[src/rtl/assert_macros.svh]
// ----------------------------------------------------------------------------
// Assertion macros
// Shared concurrent assertion shorthands for the window min/max RTL.
// ----------------------------------------------------------------------------
`ifndef ASSERT_MACROS_SVH
`define ASSERT_MACROS_SVH

// cond must hold at every clock edge outside reset
`define ASSERT_ALWAYS(label, clk, rst_n, cond, msg) \
    label: assert property (@(posedge clk) disable iff (!rst_n) (cond)) \
        else $error(msg);

// cons must hold in the cycle after ante
`define ASSERT_NEXT(label, clk, rst_n, ante, cons, msg) \
    label: assert property (@(posedge clk) disable iff (!rst_n) (ante) |=> (cons)) \
        else $error(msg);

`endif

[src/rtl/swmm_pkg.sv]
// ----------------------------------------------------------------------------
// swmm_pkg
// Sizes and controller/datapath handshake types for the window min/max block.
// ----------------------------------------------------------------------------
package swmm_pkg;

    localparam int MAX_WINDOW = 1024;
    localparam int SAMPLE_W   = 32;
    localparam int WIN_W      = 11;
    localparam int ADDR_W     = $clog2(MAX_WINDOW);
    localparam int POS_W      = ADDR_W + 1;
    localparam int CNT_W      = $clog2(MAX_WINDOW + 1);
    localparam int ENTRY_W    = POS_W + SAMPLE_W;

    typedef struct packed {
        logic load;
        logic rd_tail;
        logic head_chk;
        logic tail_chk;
        logic push;
    } swmm_cmd_t;

    typedef struct packed {
        logic head_done;
        logic tail_done;
        logic emit;
        logic out_free;
    } swmm_stat_t;

endpackage

[src/rtl/swmm_ctrl.sv]
// ----------------------------------------------------------------------------
// swmm_ctrl
// Sequencer: head expiry loop, tail domination loop, then push and result.
// ----------------------------------------------------------------------------
module swmm_ctrl import swmm_pkg::*; (
    input  logic       clk,
    input  logic       rst_n,
    input  logic       in_valid,
    output logic       in_ready,
    input  swmm_stat_t stat,
    output swmm_cmd_t  cmd
);

    localparam logic [2:0] S_IDLE     = 3'd0;
    localparam logic [2:0] S_HEAD_RD  = 3'd1;
    localparam logic [2:0] S_HEAD_CHK = 3'd2;
    localparam logic [2:0] S_TAIL_RD  = 3'd3;
    localparam logic [2:0] S_TAIL_CHK = 3'd4;
    localparam logic [2:0] S_PUSH     = 3'd5;

    logic [2:0] state_reg, state_next;
    logic       push_go;

    assign in_ready = (state_reg == S_IDLE);
    // hold the push while a result is due and the output slot is taken
    assign push_go  = (state_reg == S_PUSH) && (!stat.emit || stat.out_free);

    assign cmd.load     = in_valid && in_ready;
    assign cmd.rd_tail  = (state_reg == S_TAIL_RD);
    assign cmd.head_chk = (state_reg == S_HEAD_CHK);
    assign cmd.tail_chk = (state_reg == S_TAIL_CHK);
    assign cmd.push     = push_go;

    always_comb
    begin
        state_next = state_reg;
        case (state_reg)
            S_IDLE:
            begin
                // head address is already on the RAM read port in this cycle
                if (in_valid)
                begin
                    state_next = S_HEAD_CHK;
                end
            end
            S_HEAD_RD:
            begin
                state_next = S_HEAD_CHK;
            end
            S_HEAD_CHK:
            begin
                state_next = stat.head_done ? S_TAIL_RD : S_HEAD_RD;
            end
            S_TAIL_RD:
            begin
                state_next = S_TAIL_CHK;
            end
            S_TAIL_CHK:
            begin
                state_next = stat.tail_done ? S_PUSH : S_TAIL_RD;
            end
            S_PUSH:
            begin
                if (push_go)
                begin
                    state_next = S_IDLE;
                end
            end
            default:
            begin
                state_next = S_IDLE;
            end
        endcase
    end

    always_ff @(posedge clk or negedge rst_n)
    begin
        if (!rst_n)
        begin
            state_reg <= S_IDLE;
        end
        else
        begin
            state_reg <= state_next;
        end
    end

endmodule

[config.mk]
export PLATFORM = sky130hd
export DESIGN_NAME = swmm_ctrl
export DESIGN_NICKNAME = d
export VERILOG_FILES = /design/src/rtl/assert_macros.svh /design/src/rtl/swmm_pkg.sv /design/src/rtl/swmm_ctrl.sv
export SDC_FILE = /design/constraint.sdc
export NUM_CORES = 1
export LEC_CHECK = 0
export CAP_MARGIN = 10
export CORE_AREA = 2 2 39 41
export DETAILED_ROUTE_END_ITERATION = 8
export DIE_AREA = 0 0 41 43
export DONT_BUFFER_PORTS = 1
export GPL_TIMING_DRIVEN = 0
export HOLD_SLACK_MARGIN = 0.08
export PLACE_DENSITY_LB_ADDON = 0.12
export SLEW_MARGIN = 10
export SYNTH_ARGS = -nofsm -noshare
export SYNTH_HDL_FRONTEND = slang
export SYNTH_SLANG_ARGS = --single-unit
export TNS_END_PERCENT = 10
[constraint.sdc]
create_clock -name clk -period 1.4 [get_ports clk]
set_input_delay 0.28 -clock clk [delete_from_list [all_inputs] [get_ports clk]]
set_output_delay 0.28 -clock clk [all_outputs]
set_load 0.05 [all_outputs]
Word level (Yosys, flattened, before mapping)
Index checks and enable logic that the tools add are counted.
{"block": "classes", "eq_ne": 7, "reduce_logical": 6, "n_mux": 5}
{"operator": "3-bit case mux with 6 select lines", "count": 1}
{"operator": "3-bit 2-to-1 mux", "count": 3}
{"operator": "3-bit by 2-bit == test with 1-bit output (second input constant)", "count": 2}
{"operator": "3-bit == test (second input constant)", "count": 2}
{"operator": "2-bit inequality test (second input constant)", "count": 2}
{"operator": "3-bit by 1-bit == test with 1-bit output (second input constant)", "count": 1}
{"operator": "3-bit logical NOT", "count": 1}
{"operator": "1-bit logical AND", "count": 2}
{"operator": "2-bit 2-to-1 mux", "count": 1}
{"operator": "2-bit AND reduction", "count": 1}
{"operator": "1-bit logical NOT", "count": 1}
{"operator": "1-bit logical OR", "count": 1}
{"block": "totals", "in_bits": 7, "out_inout_bits": 6, "regBits": 3, "elab_cells": 19}

Logic depth before layout (Yosys ltp)
{"block": "logic_depth", "word_depth": 5, "mapped_depth": 4}

Worst setup path before layout
Ideal clock, no wire load.
{"block": "synth_path", "kind": "flip-flop to output port", "startpoint": "register state_reg[0]", "endpoint": "output port cmd[4] (netlist name)", "path_slack_ns": -1.020, "n_path_buf": 1, "required_ns": 1.120, "arrival_time_ns": 2.140, "path_stages_with_launch": 4, "path_cell_list": "dfrtp_1 > buf_2 > nor3_1 > and2_1"}
{"item": "from (decl)", "line_no": "swmm_ctrl.sv:21", "rtl": "logic [2:0] state_reg, state_next;"}
{"item": "from (signal assigned)", "line_no": "swmm_ctrl.sv:84", "rtl": "state_reg <= state_next;"}
{"item": "to (decl)", "line_no": "swmm_ctrl.sv:11", "rtl": "output swmm_cmd_t cmd"}

==> results.json <==
{
  "drv_slew": 0,
  "antenna_cells": 0,
  "synthTopCellsByArea": "dfrtp_1 38%, nor2_1 7.5%, nor3b_1 7.5%",
  "r2r-start": "state_reg[1]",
  "crit_path_start": "state_reg[1]",
  "maxCapViolCount": 0,
  "grt_first_pass_wirelength_um": 814,
  "criticalPathCategory": "flop to output pin",
  "hp-class": "input port to flop",
  "rr_endpoint": "state_reg[2]",
  "final_cells": 47,
  "crit_arrival_ns": 1.52,
  "status": "finished with violations",
  "synth_compound_area_share_pct": 9.38,
  "synth_edf_count": 0,
  "yosys-top-cells-count": "4 x nor2_1, 3 x dfrtp_1, 2 x nand2b_1, 2 x nor3_1, 2 x nor3b_1",
  "fillers": 155,
  "via_count": 190,
  "cts-root-buf": "clkbuf_4",
  "setup_tns_ns": -1.20,
  "core_area_um2": 1380,
  "max_slew_margin_pct": 44.3,
  "viasPerCell": 4.04,
  "yosys.area_share.xor_xnor_pct": 0,
  "ant_nets": 0,
  "synth_simple_gate_area_share_pct": 45.0,
  "holdWs_ns": 0.224,
  "die_y_um": 43,
  "ys_seq_area_share_pct": 37.5,
  "synth_most_common_cell": "nor2_1",
  "cts.reportedPaths.clkPinSlew_ns": 0.04,
  "synth_warnings": 0,
  "synthAdderAreaFrac_pct": 0,
  "drive_gt1_share_pct": 51.6,
  "die_area_um2": 1760,
  "gp_congestion": 0.660,
  "syn_area_per_cell_um2": 8.01,
  "setup_viol": 6,
  "setup_slack_ns": -0.399,
  "first_pass_iters": 1,
  "syn2layout_area_growth_pct": 55.6,
  "remaining_drc_errors": 0,
  "worst_ep_required_time_ns": 1.12,
  "min_path_cells": 1,
  "cts.sinks": 3,
  "clk_latency_ns": 0.23,
  "cp-start-kind": "flop",
  "finClkSkew_ns": 0.00291,
  "cts_buffers": 3,
  "boundaryPins": 13,
  "track_usage_pct": 7.15,
  "min_period_ns": 1.80,
  "port-buffer-count": 0,
  "ys_types": 17,
  "synthArstFlopShare_pct": 100,
  "synth_seq_cells": 3,
  "post-synth-top-area-fraction_pct": 37.5,
  "netlist_area_um2": 200,
  "drtIter0Drc": 0,
  "synth-main-ff-cell": "dfrtp_1",
  "rsz0062_at_grt": "yes",
  "yosysTopAreaCell": "dfrtp_1",
  "mappedNetlistNets": 32,
  "wl_um": 459,
  "antenna_found_initial": 0,
  "grt_max_degree": 8,
  "cts_tree": "done",
  "start_util_pct": 14.5,
  "netlist_instances": 25,
  "post-route-period-util_pct": 128,
  "cp-endpoint": "cmd[4]",
  "rr_worst_depth": 3,
  "ctsLongestPathBuffers": 2,
  "finalHoldViolations": 0,
  "ctsHtreeMaxLevel": 1,
  "largest_reg_flops": 3,
  "die_x_um": 41,
  "grt_pass1_vias": 187,
  "regToRegSetupSlack_ns": 0.04,
  "timing.fmax_mhz": 556,
  "nets": 39,
  "dp.cells": 41,
  "worst_slew_pin_slew_ns": 0.831,
  "synth_mux_area_share_pct": 0,
  "worstSetupEndpointType": "output pin",
  "rows": 14,
  "crit_fanout": 5,
  "grt_overflow_total": 0,
  "synth_top_family_by_area": "simple AND/OR/NAND/NOR gates",
  "violations": "negative setup slack",
  "wl_per_cell_um": 9.77
}
==> metrics by stage <==
| step | worst slack (ns) | instance area, um2 | utilization (%) |
|---|---|---|---|
| CTS | -0.418 | 307 | 22.2 |
| floorplan | -0.243 | 218 | - |
| global placement | -0.357 | 238 | 17.2 |
| global route | -0.476 | 312 | 22.5 |
| finish | -0.399 | 312 | 22.5 |
| detailed placement | -0.358 | 238 | 17.2 |
==> metal layers <==
metal	vias up	wire (um)	track usage, %
met5	-	0	0
met4	0	0	4.00
met3	0	33	3.14
met2	8	228	10.0
met1	85	196	8.77
li1	97	-	-
==> layout by cell type, fill, tap and decap left out, drive strengths merged <==
cell type / instances
clkbuf: 4
nor2: 4
buf: 3
dfrtp: 3
nor3b: 2
nor3: 2
nand2b: 2
or2b: 1
inv: 1
nand2: 1
and2: 1
o21ai: 1
nand3b: 1
o311ai: 1
a21oi: 1
or2: 1
or3: 1
dlygate4sd3: 1
==> what timing repair did <==
item / 4_1_cts / 5_1_grt
endpoints found under the setup margin: 8 / 7
pin swaps: 2 / 0
hold buffers: 1 / 0
gates cloned: 0 / 0
endpoints found under the hold margin: 3 / 0
resized for setup: 8 / 2
buffers inserted: 2 / 0
==> cell families (layout without fill, tap and decap cells) <==
kind of cell    count (synthesis)  in the layout
simple gates                   16             16
buf+inv                         3              9
flops                           3              3
compound gates                  3              3
==> worst max-delay path, stage by stage (launching register included) <==
cell and delay, ns:
dfrtp_2 0.44, nor3_4 0.50, and2_4 0.35
==> worst min path at each step <==
stage	end	from
2_1_floorplan	state_reg[0]	rst_n
3_3_place_gp	state_reg[0]	rst_n
3_5_place_dp	state_reg[0]	rst_n
4_1_cts	state_reg[1]	stat[2]
5_1_grt	state_reg[1]	stat[2]
6_report	state_reg[1]	stat[2]
==> cell type report <==
class	instances	area, um2	share of cell area [%]
Multi-Input combinational cell	19	148	47.4
Clock buffer	4	26.3	8.43
Buffer	1	11.3	3.61
Tap cell	16	20.0	6.43
Timing Repair Buffer	3	25.0	8.03
Inverter	1	3.75	1.20
Sequential cell	3	77.6	24.9
Power is left out: the tool's default activity adds up to more than one toggle a clock period on the data nets, which glitch-free logic cannot reach.
